`src/hw/rtl/vniap_pkg.sv`:
```
package vniap_pkg;

  localparam int MAC_W = 48;
  localparam int LEN_W = 16;
  localparam int TS_W  = 64;
  localparam int CNT_W = 64;
  localparam int TPB_W = 32;

  // parameter defaults for the top level
  localparam int SOURCE_DEPTH_DEF = 16;
  localparam int ALIGN_BYTES_DEF  = 16;

  // source table handshake with the sequencer
  typedef struct packed {
    logic add;    // append the presented MAC
    logic start;  // begin a search for the presented MAC
  } tbl_ctrl_t;

  typedef struct packed {
    logic full;   // every entry holds a MAC
    logic done;   // search finished this cycle
    logic hit;    // search found the MAC, valid with done
  } tbl_stat_t;

endpackage

```
`src/hw/rtl/vniap_src_table.sv`:
```
module vniap_src_table import vniap_pkg::*; #(
  parameter int SOURCE_DEPTH = SOURCE_DEPTH_DEF
) (
  input  logic             clk,
  input  logic             rst_n,
  input  tbl_ctrl_t        ctrl,
  input  logic [MAC_W-1:0] mac,
  output tbl_stat_t        stat
);

  localparam int AW = (SOURCE_DEPTH > 1) ? $clog2(SOURCE_DEPTH) : 1;
  localparam int CW = $clog2(SOURCE_DEPTH + 1);

  logic [MAC_W-1:0] mem [SOURCE_DEPTH];
  logic [MAC_W-1:0] rd_data_r;
  logic [CW-1:0]    count_r;
  logic [CW-1:0]    scan_idx_r;
  logic             cmp_v_r;
  logic             scanning_r;
  logic             issue;
  logic             match;
  logic             done;

  // one read issued per cycle, compared in the next cycle
  assign issue = scanning_r && (scan_idx_r < count_r);
  assign match = cmp_v_r && (rd_data_r == mac);
  assign done  = scanning_r && (match || (!issue && !cmp_v_r));

  assign stat.full = (count_r == CW'(SOURCE_DEPTH));
  assign stat.done = done;
  assign stat.hit  = match;

  always_ff @(posedge clk) begin
    if (ctrl.add && !stat.full) begin
      mem[count_r[AW-1:0]] <= mac;
    end
    if (issue) begin
      rd_data_r <= mem[scan_idx_r[AW-1:0]];
    end
  end

  always_ff @(posedge clk) begin
    if (!rst_n) begin
      count_r    <= '0;
      scan_idx_r <= '0;
      cmp_v_r    <= 1'b0;
      scanning_r <= 1'b0;
    end else begin
      if (ctrl.add && !stat.full) begin
        count_r <= count_r + 1'b1;
      end
      if (ctrl.start) begin
        scanning_r <= 1'b1;
        scan_idx_r <= '0;
        cmp_v_r    <= 1'b0;
      end else if (done) begin
        scanning_r <= 1'b0;
        cmp_v_r    <= 1'b0;
      end else if (scanning_r) begin
        cmp_v_r <= issue;
        if (issue) begin
          scan_idx_r <= scan_idx_r + 1'b1;
        end
      end
    end
  end

  a_count_bound: assert property (@(posedge clk) disable iff (!rst_n)
    count_r <= CW'(SOURCE_DEPTH))
    else $error("source table count beyond depth");

  a_full_hold: assert property (@(posedge clk) disable iff (!rst_n)
    (ctrl.add && stat.full) |=> $stable(count_r))
    else $error("source table grew while full");

  a_no_restart: assert property (@(posedge clk) disable iff (!rst_n)
    ctrl.start |-> !scanning_r)
    else $error("search started while one is running");

endmodule

```
`src/hw/rtl/vnic_ingress_admission_policer.sv`:
```
// Admission policer for one virtual interface. An item with opcode 1 appends src_mac to the
// source table; an item with opcode 0 is a packet, checked for address, source (when filtering
// is on), rate gate, buffer size, fifo room and memory, and answered with one result: verdict
// and, when admitted, buffer size and data offsets. Items are handled one at a time under a
// small sequencer around one shared 64-bit adder; in_tready is high only between items. A
// table add or an unaddressed packet goes from the address state to done; an admitted packet
// aligns the head padding by a reciprocal multiply and a multiply by the alignment, and moves
// the rate gate. With filtering on, the source is first searched for in the table entry by
// entry. A result waiting in the output register does not stop the next item being taken,
// but the next result waits in the done state until it has gone.
module vnic_ingress_admission_policer import vniap_pkg::*; #(
  parameter int SOURCE_DEPTH = SOURCE_DEPTH_DEF,
  parameter int ALIGN_BYTES  = ALIGN_BYTES_DEF
) (
  input  logic         clk,
  input  logic         rst_n,
  input  logic         in_tvalid,
  output logic         in_tready,
  // dest_mac[47:0], src_mac[95:48], length[111:96], now[175:112],
  // fifo_has_room[176], alloc_ok[177], zero[183:178]
  input  logic [183:0] in_tdata,
  // opcode[0]
  input  logic [0:0]   in_tuser,
  output logic         out_tvalid,
  input  logic         out_tready,
  // accepted[0], verdict[3:1], buffer_bytes[19:4], data_start[35:20],
  // data_end[51:36], zero[55:52]
  output logic [55:0]  out_tdata,
  input  logic         cfg_we,
  input  logic [2:0]   cfg_addr,
  input  logic [47:0]  cfg_wdata
);

  localparam int X_W    = LEN_W + 1;
  localparam int AL_LOG = $clog2(ALIGN_BYTES);
  localparam int RSH    = X_W + AL_LOG;
  localparam int RCW    = X_W + 1;
  localparam int PW     = X_W + RCW;
  localparam logic [LEN_W-1:0] ALIGN_M1 = LEN_W'(ALIGN_BYTES - 1);
  localparam logic [LEN_W-1:0] ALIGN_L  = LEN_W'(ALIGN_BYTES);
  localparam logic [RCW-1:0]   RECIP    =
    RCW'(((longint'(1) << RSH) + longint'(ALIGN_BYTES) - longint'(1)) / longint'(ALIGN_BYTES));

  localparam logic OP_ADD = 1'b1;

  typedef enum logic [2:0] {
    V_OK          = 3'd0,
    V_NOT_ADDR    = 3'd1,
    V_SRC_REFUSED = 3'd2,
    V_RATE_CLOSED = 3'd3,
    V_TOO_BIG     = 3'd4,
    V_FIFO_FULL   = 3'd5,
    V_NO_MEM      = 3'd6,
    V_TABLE_FULL  = 3'd7
  } verdict_t;

  typedef enum logic [2:0] {
    R_OWN_MAC  = 3'd0,
    R_TPB      = 3'd1,
    R_GRACE    = 3'd2,
    R_HEAD     = 3'd3,
    R_TAIL     = 3'd4,
    R_MIN_BUF  = 3'd5,
    R_MAX_BUF  = 3'd6,
    R_ALL_SRC  = 3'd7
  } reg_idx_t;

  typedef enum logic [8:0] {
    S_IDLE = 9'b000000001,
    S_ADDR = 9'b000000010,
    S_SCAN = 9'b000000100,
    S_GATE = 9'b000001000,
    S_DIV  = 9'b000010000,
    S_GUPD = 9'b000100000,
    S_CNTB = 9'b001000000,
    S_CNTP = 9'b010000000,
    S_DONE = 9'b100000000
  } state_t;

  state_t state_r, state_nxt;

  // configuration
  logic [MAC_W-1:0] own_mac_r;
  logic [TPB_W-1:0] tpb_r;
  logic [TPB_W-1:0] grace_r;
  logic [LEN_W-1:0] head_r, tail_r, min_buf_r, max_buf_r;
  logic             all_src_r;

  // item
  logic             op_r;
  logic [MAC_W-1:0] dmac_r, smac_r;
  logic [LEN_W-1:0] len_r;
  logic [TS_W-1:0]  now_r;
  logic             room_r, alloc_r;

  // working state
  logic [MAC_W-1:0] add_r;
  logic             gt_r;
  logic             admit_r;
  logic [LEN_W-1:0] buf_r;
  logic [X_W-1:0]   quo_r;
  logic [LEN_W-1:0] start_r;
  logic             res_acc_r;
  verdict_t         res_verdict_r;

  logic [TS_W-1:0]  gate_r;
  logic [CNT_W-1:0] rx_bytes_r, rx_pkts_r, drop_bytes_r, drop_pkts_r;

  // output register
  logic             out_valid_r;
  logic             out_acc_r;
  verdict_t         out_verdict_r;
  logic [LEN_W-1:0] out_buf_r, out_start_r, out_end_r;

  logic             in_fire, out_free;
  logic             addressed;
  tbl_ctrl_t        tbl_ctrl;
  tbl_stat_t        tbl_stat;

  logic [TS_W-1:0]  alu_a, alu_b;
  logic             alu_ci;
  logic [TS_W:0]    alu_sum;

  logic             gate_gt, gate_closed;
  logic [LEN_W-1:0] buf_raw, buf_fin;
  logic             too_big;
  logic [X_W-1:0]   div_x;
  logic [PW-1:0]    div_prod;

  assign in_tready  = (state_r == S_IDLE);
  assign in_fire    = in_tvalid && in_tready;
  assign out_free   = !out_valid_r || out_tready;
  assign out_tvalid = out_valid_r;
  assign out_tdata  = {4'b0, out_end_r, out_start_r, out_buf_r, out_verdict_r, out_acc_r};

  assign addressed = (dmac_r == own_mac_r) || dmac_r[40];

  vniap_src_table #(
    .SOURCE_DEPTH(SOURCE_DEPTH)
  ) u_src_table (
    .clk  (clk),
    .rst_n(rst_n),
    .ctrl (tbl_ctrl),
    .mac  (smac_r),
    .stat (tbl_stat)
  );

  // shared 64-bit adder
  always_comb begin
    alu_a  = gate_r;
    alu_b  = '0;
    alu_ci = 1'b0;
    unique case (state_r)
      S_GATE: begin
        alu_a  = gate_r;
        alu_b  = ~now_r;
        alu_ci = 1'b1;
      end
      S_GUPD: begin
        alu_a = gt_r ? gate_r : now_r;
        alu_b = TS_W'(add_r);
      end
      S_CNTB: begin
        alu_a = admit_r ? rx_bytes_r : drop_bytes_r;
        alu_b = TS_W'(len_r);
      end
      S_CNTP: begin
        alu_a  = admit_r ? rx_pkts_r : drop_pkts_r;
        alu_ci = 1'b1;
      end
      default: begin
        alu_a = gate_r;
      end
    endcase
  end

  assign alu_sum = {1'b0, alu_a} + {1'b0, alu_b} + (TS_W+1)'(alu_ci);

  // carry out of gate - now means gate >= now, no wrap involved
  assign gate_gt     = alu_sum[TS_W] && (alu_sum[TS_W-1:0] != '0);
  assign gate_closed = gate_gt && (alu_sum[TS_W-1:0] > TS_W'(grace_r));

  assign buf_raw = head_r + len_r + tail_r + ALIGN_M1;
  assign too_big = buf_raw > max_buf_r;
  assign buf_fin = (buf_raw < min_buf_r) ? min_buf_r : buf_raw;

  // quotient by reciprocal multiply, exact for any 17-bit dividend
  assign div_x    = X_W'(head_r) + X_W'(ALIGN_M1);
  assign div_prod = PW'(div_x) * PW'(RECIP);

  always_comb begin
    state_nxt      = state_r;
    tbl_ctrl.add   = 1'b0;
    tbl_ctrl.start = 1'b0;
    unique case (state_r)
      S_IDLE: begin
        if (in_fire) state_nxt = S_ADDR;
      end
      S_ADDR: begin
        if (op_r == OP_ADD) begin
          tbl_ctrl.add = 1'b1;
          state_nxt    = S_DONE;
        end else if (!addressed) begin
          state_nxt = S_DONE;
        end else if (all_src_r) begin
          state_nxt = S_GATE;
        end else begin
          tbl_ctrl.start = 1'b1;
          state_nxt      = S_SCAN;
        end
      end
      S_SCAN: begin
        if (tbl_stat.done) state_nxt = tbl_stat.hit ? S_GATE : S_DONE;
      end
      S_GATE: begin
        if (gate_closed || too_big || !room_r || !alloc_r) begin
          state_nxt = S_CNTB;
        end else begin
          state_nxt = S_DIV;
        end
      end
      S_DIV:  state_nxt = S_GUPD;
      S_GUPD: state_nxt = S_CNTB;
      S_CNTB: state_nxt = S_CNTP;
      S_CNTP: state_nxt = S_DONE;
      S_DONE: begin
        if (out_free) state_nxt = S_IDLE;
      end
      default: state_nxt = S_IDLE;
    endcase
  end

  // datapath, no reset needed
  always_ff @(posedge clk) begin
    unique case (state_r)
      S_IDLE: begin
        if (in_fire) begin
          op_r    <= in_tuser[0];
          dmac_r  <= in_tdata[47:0];
          smac_r  <= in_tdata[95:48];
          len_r   <= in_tdata[111:96];
          now_r   <= in_tdata[175:112];
          room_r  <= in_tdata[176];
          alloc_r <= in_tdata[177];
        end
      end
      S_ADDR: begin
        add_r   <= MAC_W'(tpb_r * len_r);
        admit_r <= 1'b0;
        if (op_r == OP_ADD) begin
          res_acc_r     <= !tbl_stat.full;
          res_verdict_r <= tbl_stat.full ? V_TABLE_FULL : V_OK;
        end else begin
          res_acc_r     <= 1'b0;
          res_verdict_r <= V_NOT_ADDR;
        end
      end
      S_SCAN: begin
        res_verdict_r <= V_SRC_REFUSED;
      end
      S_GATE: begin
        gt_r  <= gate_gt;
        buf_r <= buf_fin;
        quo_r <= X_W'(div_prod >> RSH);
        if (gate_closed) begin
          res_verdict_r <= V_RATE_CLOSED;
        end else if (too_big) begin
          res_verdict_r <= V_TOO_BIG;
        end else if (!room_r) begin
          res_verdict_r <= V_FIFO_FULL;
        end else if (!alloc_r) begin
          res_verdict_r <= V_NO_MEM;
        end else begin
          res_acc_r     <= 1'b1;
          res_verdict_r <= V_OK;
          admit_r       <= 1'b1;
        end
      end
      S_DIV: begin
        start_r <= LEN_W'(quo_r * ALIGN_L);
      end
      S_DONE: begin
        if (out_free) begin
          out_acc_r     <= res_acc_r;
          out_verdict_r <= res_verdict_r;
          out_buf_r     <= admit_r ? buf_r : '0;
          out_start_r   <= admit_r ? start_r : '0;
          out_end_r     <= admit_r ? LEN_W'(start_r + len_r) : '0;
        end
      end
      default: begin
        gt_r <= gt_r;
      end
    endcase
  end

  // control, configuration, gate and counters
  always_ff @(posedge clk) begin
    if (!rst_n) begin
      state_r      <= S_IDLE;
      out_valid_r  <= 1'b0;
      own_mac_r    <= '0;
      tpb_r        <= '0;
      grace_r      <= '0;
      head_r       <= LEN_W'(32);
      tail_r       <= LEN_W'(32);
      min_buf_r    <= LEN_W'(128);
      max_buf_r    <= LEN_W'(2048);
      all_src_r    <= 1'b1;
      gate_r       <= '0;
      rx_bytes_r   <= '0;
      rx_pkts_r    <= '0;
      drop_bytes_r <= '0;
      drop_pkts_r  <= '0;
    end else begin
      state_r <= state_nxt;

      if (state_r == S_DONE && out_free) begin
        out_valid_r <= 1'b1;
      end else if (out_tready) begin
        out_valid_r <= 1'b0;
      end

      if (cfg_we) begin
        unique case (reg_idx_t'(cfg_addr))
          R_OWN_MAC: own_mac_r <= cfg_wdata;
          R_TPB:     tpb_r     <= cfg_wdata[TPB_W-1:0];
          R_GRACE:   grace_r   <= cfg_wdata[TPB_W-1:0];
          R_HEAD:    head_r    <= cfg_wdata[LEN_W-1:0];
          R_TAIL:    tail_r    <= cfg_wdata[LEN_W-1:0];
          R_MIN_BUF: min_buf_r <= cfg_wdata[LEN_W-1:0];
          R_MAX_BUF: max_buf_r <= cfg_wdata[LEN_W-1:0];
          R_ALL_SRC: all_src_r <= cfg_wdata[0];
          default:   all_src_r <= all_src_r;
        endcase
      end

      if (state_r == S_GUPD) gate_r <= alu_sum[TS_W-1:0];

      if (state_r == S_CNTB) begin
        if (admit_r) rx_bytes_r   <= alu_sum[CNT_W-1:0];
        else         drop_bytes_r <= alu_sum[CNT_W-1:0];
      end
      if (state_r == S_CNTP) begin
        if (admit_r) rx_pkts_r   <= alu_sum[CNT_W-1:0];
        else         drop_pkts_r <= alu_sum[CNT_W-1:0];
      end
    end
  end

  a_gate_only_on_admit: assert property (@(posedge clk) disable iff (!rst_n)
    ($past(rst_n) && !$stable(gate_r)) |-> ($past(state_r == S_GUPD) && $past(admit_r)))
    else $error("rate gate moved outside an admitted packet");

  a_result_from_done: assert property (@(posedge clk) disable iff (!rst_n)
    ($past(rst_n) && out_valid_r && !$past(out_valid_r)) |-> $past(state_r == S_DONE))
    else $error("result raised outside the done state");

  a_verdict_matches: assert property (@(posedge clk) disable iff (!rst_n)
    out_valid_r |-> (out_acc_r == (out_verdict_r == V_OK)))
    else $error("accepted flag disagrees with verdict");

  a_geometry_zero: assert property (@(posedge clk) disable iff (!rst_n)
    (out_valid_r && !out_acc_r) |->
      (out_buf_r == '0 && out_start_r == '0 && out_end_r == '0))
    else $error("geometry reported for a refused item");

endmodule
```
`config.mk`:
```
export PLATFORM = sky130hd
export DESIGN_NAME = vnic_ingress_admission_policer
export DESIGN_NICKNAME = d
export VERILOG_FILES = /design/src/hw/rtl/vniap_pkg.sv /design/src/hw/rtl/vniap_src_table.sv /design/src/hw/rtl/vnic_ingress_admission_policer.sv
export SDC_FILE = /design/constraint.sdc
export NUM_CORES = 2
export LEC_CHECK = 0
export BUFFER_PORTS_ARGS = -buffer_cell sky130_fd_sc_hd__buf_2
export CORE_MARGIN = 2
export CORE_UTILIZATION = 55
export CTS_CLUSTER_DIAMETER = 30
export DETAILED_ROUTE_END_ITERATION = 7
export HOLD_SLACK_MARGIN = 0.1
export PLACE_DENSITY = 0.72
export SETUP_SLACK_MARGIN = 0.2
export SYNTH_ARGS = -nofsm -noshare
export SYNTH_HDL_FRONTEND = slang
export SYNTH_HIERARCHICAL = 1
export SYNTH_SLANG_ARGS = --single-unit
```
`constraint.sdc`:
```
create_clock -name clk -period 7.89 [get_ports clk]
set_clock_uncertainty 0.1 [all_clocks]
set_input_delay 0.3945 -clock clk [delete_from_list [all_inputs] [get_ports clk]]
set_output_delay 0.3945 -clock clk [all_outputs]
set_load 0.02 [all_outputs]
```
# Word-level counts from Yosys, hierarchy flattened
# Memory sizes are Yosys's and may differ from the RTL's. A register that Yosys moved wholly into a read port is not among the register bits.
# Index checks and enable logic that the tools add are counted.
# word_totals
ff_bits,840
ramBits,768
in_bits,241
output_inout_bits,58
word_cells,172
n_memories,1
# memory_table
memory,depth,width,read_ports,rd_ports_with_merged_regs,write_ports,line_no,source
u_src_table.mem,16,48,1,1,1,vniap_src_table.sv:14,logic [MAC_W-1:0] mem [SOURCE_DEPTH];
# classes
n_addsub,9
n_mul,1
order_cmp,4
n_eq_ne,26
n_mux,41
bitwise_logic,4
n_reduce_logical,47
# ops
op,count
$pmux W64 S3,2
$mux W64,3
$eq A48 B48 Y1,2
$pmux W9 S9,1
$add A64 B64 Y65,1
$add A65 B1 Y65,1
$gt A64 B32 Y1,1
$not A64 Y64,1
$reduce_bool A64 Y1,1
$mux W9,6
$add A16 B16 Y16,3
$mul A32 B16 Y48,1
$add A16 B4 Y16 const B,2
$reduce_and A2 Y1,14
$mux W3,6
$gt A16 B16 Y1,1
$lt A16 B16 Y1,1
$mux W1,16
$mux W16,1
$eq A3 B3 Y1 const B,4
$add A5 B1 Y5 const B,2
$ne A2 B2 Y1 const B,5
$eq A9 B1 Y1 const B,1
$eq A9 B2 Y1 const B,1
28 further kinds,55

# Depth between registers and ports, before layout
# depth
depth_word,12
mapped_depth,35

# Cells and area by module
# The synthesis kept the hierarchy.
# by_module_without_submodules
mod,instances,cells_each,area_each_um2
vnic_ingress_admission_policer,1,6171,55177.9
vniap_src_table,1,1286,31591.5

# Worst setup path after synthesis
# No wires, ideal clock.
# synth_timing
path_type,flip-flop to flip-flop
startpoint,register len_r[1]
endpoint,register add_r[44] (data pin)
arrival_ns,6.887
required_ns,7.525
setup_slack_ns,0.637
path_stages_with_launch,26
path_buffers,1
cell_sequence,edfxtp_1 clkbuf_1 nand2_1 fa_1 inv_1 fa_1 inv_1 fa_1 inv_1 fa_1 inv_1 fa_1 inv_1 fa_1 ha_1 a21oi_1 o21ai_0 a221o_1 a41oi_1 a211oi_1 o311ai_0 a21boi_0 o311a_1 o41ai_1 o21ai_0 xor2_1
# synth_via
elab_chain_len,1
# synth_lines
item,line_no,source
"start, declared",vnic_ingress_admission_policer.sv:92,logic [LEN_W-1:0] len_r;
"start signal, assigned",vnic_ingress_admission_policer.sv:241,len_r <= in_tdata[111:96];
$mul A32 B16 Y48,vnic_ingress_admission_policer.sv:248,add_r <= MAC_W'(tpb_r * len_r);
"end signal, assigned",vnic_ingress_admission_policer.sv:248,
"end, declared",vnic_ingress_admission_policer.sv:97,logic [MAC_W-1:0] add_r;
# Every way passes these cells.
# A chain may end at the register's enable or synchronous reset.

# Worst setup path in the final report
# layout_timing
startpoint,register len_r[1]
endpoint,register add_r[46] (data pin)
# Same word-level chain as after synthesis.

==> metrics.md <==
| Metric | Value |
|---|---|
| Pwr/cell area | 238.1 mW/mm^2 |
| Synth warn | 6 |
| HP Class | in2reg |
| Total GRT Usage | 34.20% |
| Max Root-Sink Buffers | 4 |
| Worst setup path start | len_r[1] |
| Die area | 0.1610 sq mm |
| Layout Nets | 9,168 |
| Port Buf Inserts | 284 |
| First-pass GRT wire length | 414,000 microns |
| Final wirelength | 277,900 microns |
| Iteration count of the initial detailed-routing pass | 6 |
| Vias in the first global route | 65,850 |
| P_leak | 39.23 nW |
| WS Path Type | reg2reg |
| WP data required | 8.44 ns |
| Non-filler cells, final | 10,510 |
| Fin. Hold Viols | 0 |
| H-tree depth | 5 |
| Total CTS buffers | 329 |
| VDD IR max | 232.8 uV |
| Reg2reg setup slack | 0.42 ns |
| WP data arrival | 8.02 ns |
| Drt via density | 6.167 |
| CTS Sinks | 1,656 |
| Global route overflow | 0 |
| Asr flop ratio synth | 0% |
| Die width | 401.2 microns |
| Hpwl dp | 163,300 microns |
| Max Freq | 133.9 MHz |
| Clock latency on the worst-skew pair | 0.97 ns |
| Tot Pwr | 25.13 mW |
| Status | completed |
| Placed Instances | 9,560 |
| Final period util | 94.66% |
| Synth Cell Area | 0.08677 sq mm |
| Setup violators final | 0 |
| RePlAce Congestion | 1.001 |
| Register area share after synthesis | 51.32% |
| Placement Cell Area | 0.09060 sq mm |
| WL/cell | 26.43 microns |
| Post-place setup slack | -0.007848 ns |
| Fillers | 10,810 |
| Post-Synthesis Cells | 7,457 |
| EDFF count, synth | 1,137 |
| Initial Util | 55.48% |
| CP Launch Type | flip-flop |
| # DRC | 0 |
| Max-Cap Viols | 0 |
| Die Y-Extent | 401.2 microns |
| Final worst slack | 0.4213 ns |
| Fin. max-slew vios | 0 |
| Fraction of layout cells with a size suffix above 1 | 16.00% |
| Crit end category | flip-flop |
| R2R Path Start | len_r[1] |
| Post-synthesis cell type count | 88 |
| Area growth, synth to finish | 21.68% |
| FF+latch count, synth | 1,656 |
| Design area | 0.1056 sq mm |
| ANT nets after route | 0 |
| Final hold slack | 0.1341 ns |
| Core ar. | 0.1564 sq mm |
| Slew margin rel. | 8.990% |
| Largest net degree at the start of global routing | 214 |
| Initial antenna violation count | 11 |
| CP max FO | 15 |
| Register area | 0.04456 sq mm |
| Clock Pin Slew Worst Setup and Hold Paths | 0.05 ns |
| Fin crit period | 7.469 ns |
| CTS tree | done |
| Mapped Avg Cell Area | 11.64 sq um |
| RSZ-0062 raised after global routing | false |
| Buffer type at the clock tree root | clkbuf_16 |
| Hold_sp | in_tdata[80] |
| Row count | 145 |
| Via count | 64,840 |
| Area of the multi-input gates | 0.03871 sq mm |
| IO Pins | 299 |
| Worst-Margin Slew | 1.360 ns |
| Initial DRC Count | 7,384 |
| Synth Flop Type | edfxtp_1 |
==> layer usage <==
layer,routed length [microns],global-route usage [%],vias to the layer above
met5,99,0,-
met2,125500,52.53,4281
met1,105400,45.71,32070
met4,13150,14.74,16
li1,-,-,27620
met3,33790,9.620,851
==> metrics by stage <==
stage / utilization, % / TNS, ns
6_report: 67.51 / 0
5_1_grt: 67.50 / 0
4_1_cts: 67.36 / 0
2_1_floorplan: - / 0
3_3_place_gp: 57.93 / 0
3_5_place_dp: 57.93 / -0.007848
==> logic make-up (layout without fill, tap and decap cells) <==
family,count (synthesis),after routing,synth area share (%)
AND/OR/NAND/NOR,2277,2277,11.53
adder cells (fa/ha/maj),732,732,14.33
multiplexers,357,357,7.604
flip-flops,1656,1656,51.32
XOR/XNOR,218,218,2.200
other,1,14,0.004322
buffers and inverters,965,1951,4.388
AO/OA/AOI/OAI,1251,1251,8.627
==> worst max-delay path: stages, from the launching register on <==
cell and delay (ns):
edfxtp_1 0.42, buf_4 0.18, buf_6 0.18, buf_8 0.22, nand2_1 0.10, fa_1 0.55
inv_1 0.06, fa_1 0.55, inv_1 0.06, fa_1 0.50, fa_1 0.54, fa_1 0.50
inv_1 0.05, fa_1 0.43, ha_1 0.37, a21o_1 0.21, a21o_1 0.17, a21oi_1 0.22
o21ai_1 0.14, o311ai_2 0.29, buf_4 0.18, a21boi_0 0.10, o311a_1 0.36, o21ai_1 0.19
a21oi_1 0.13, a41o_1 0.25, xor2_1 0.14
==> registers in the layout (all words and copies together), names as in the netlist, 16 cells and up <==
register and count:
add_r 48, out_end_r 16, len_r 16, dmac_r 48, drop_bytes_r 64, rx_pkts_r 64
now_r 64, min_buf_r 16, grace_r 32, head_r 16, max_buf_r 16, rx_bytes_r 64
tpb_r 32, own_mac_r 48, out_buf_r 16, u_src_table/mem 768, u_src_table/rd_data_r 48, gate_r 64
smac_r 48, tail_r 16, drop_pkts_r 64, buf_r 16
==> cell usage after synthesis (32+ instances only) <==
cell	n	share of area (%)
nand4_1	68	0.49
fa_1	436	10
nand2_1	1264	5.5
mux2i_1	100	1.2
a21o_1	95	0.82
nor2_1	433	1.9
nor3_1	36	0.21
o21ai_0	143	0.82
clkbuf_1	356	1.5
xnor2_1	176	1.8
mux4_2	240	6.2
and2_1	259	1.9
inv_1	538	2.3
ha_1	296	4.3
dfxtp_1	519	12
a21oi_1	680	3.9
buf_1	32	0.14
a211oi_1	51	0.44
o22ai_1	37	0.27
nand3_1	56	0.32
xor2_1	42	0.42
edfxtp_1	1137	39
==> worst paths after layout <==
kind,end,depth (start not counted)
max,add_r[46],26
min,smac_r[32],2
max reg2reg,add_r[46],26
min reg2reg,out_verdict_r[1],0
==> area by class of cell <==
type	count	share of cell area [%]
clock buffer	394	8.440
tap	2058	2.439
antenna	6	0.01422
timing repair buffer	824	6.117
inverter	541	1.930
sequential	1656	42.20
multi-input combinational	4843	36.66
clock inverter	192	2.199
==> layout by cell type (no fill, tap or decap), types with 240 or more instances in the layout <==
cell type / instances
dfxtp_1: 507
nor2_1: 416
ha_1: 295
and2_1: 252
a21oi_1: 679
nand2_1: 1261
mux4_2: 240
clkbuf_16: 340
buf_2: 284
inv_1: 536
edfxtp_1: 1137
fa_1: 436
dlygate4sd3_1: 348
==> power breakdown <==
group | switching (mW) | internal (mW) | total, mW
combinational | 0.789 | 0.540 | 1.33
clock | 4.80 | 9.42 | 14.2
sequential | 0.157 | 9.42 | 9.58
==> timing repair <==
item                                    4_1_cts  5_1_grt
hold buffers                                348        0
endpoints found under the setup margin        4       11
setup buffers                                 2       12
endpoints found under the hold margin       393        0
pin swaps                                     0        1
gates resized for setup                       4       32
(Power assumes the default switching activity.)
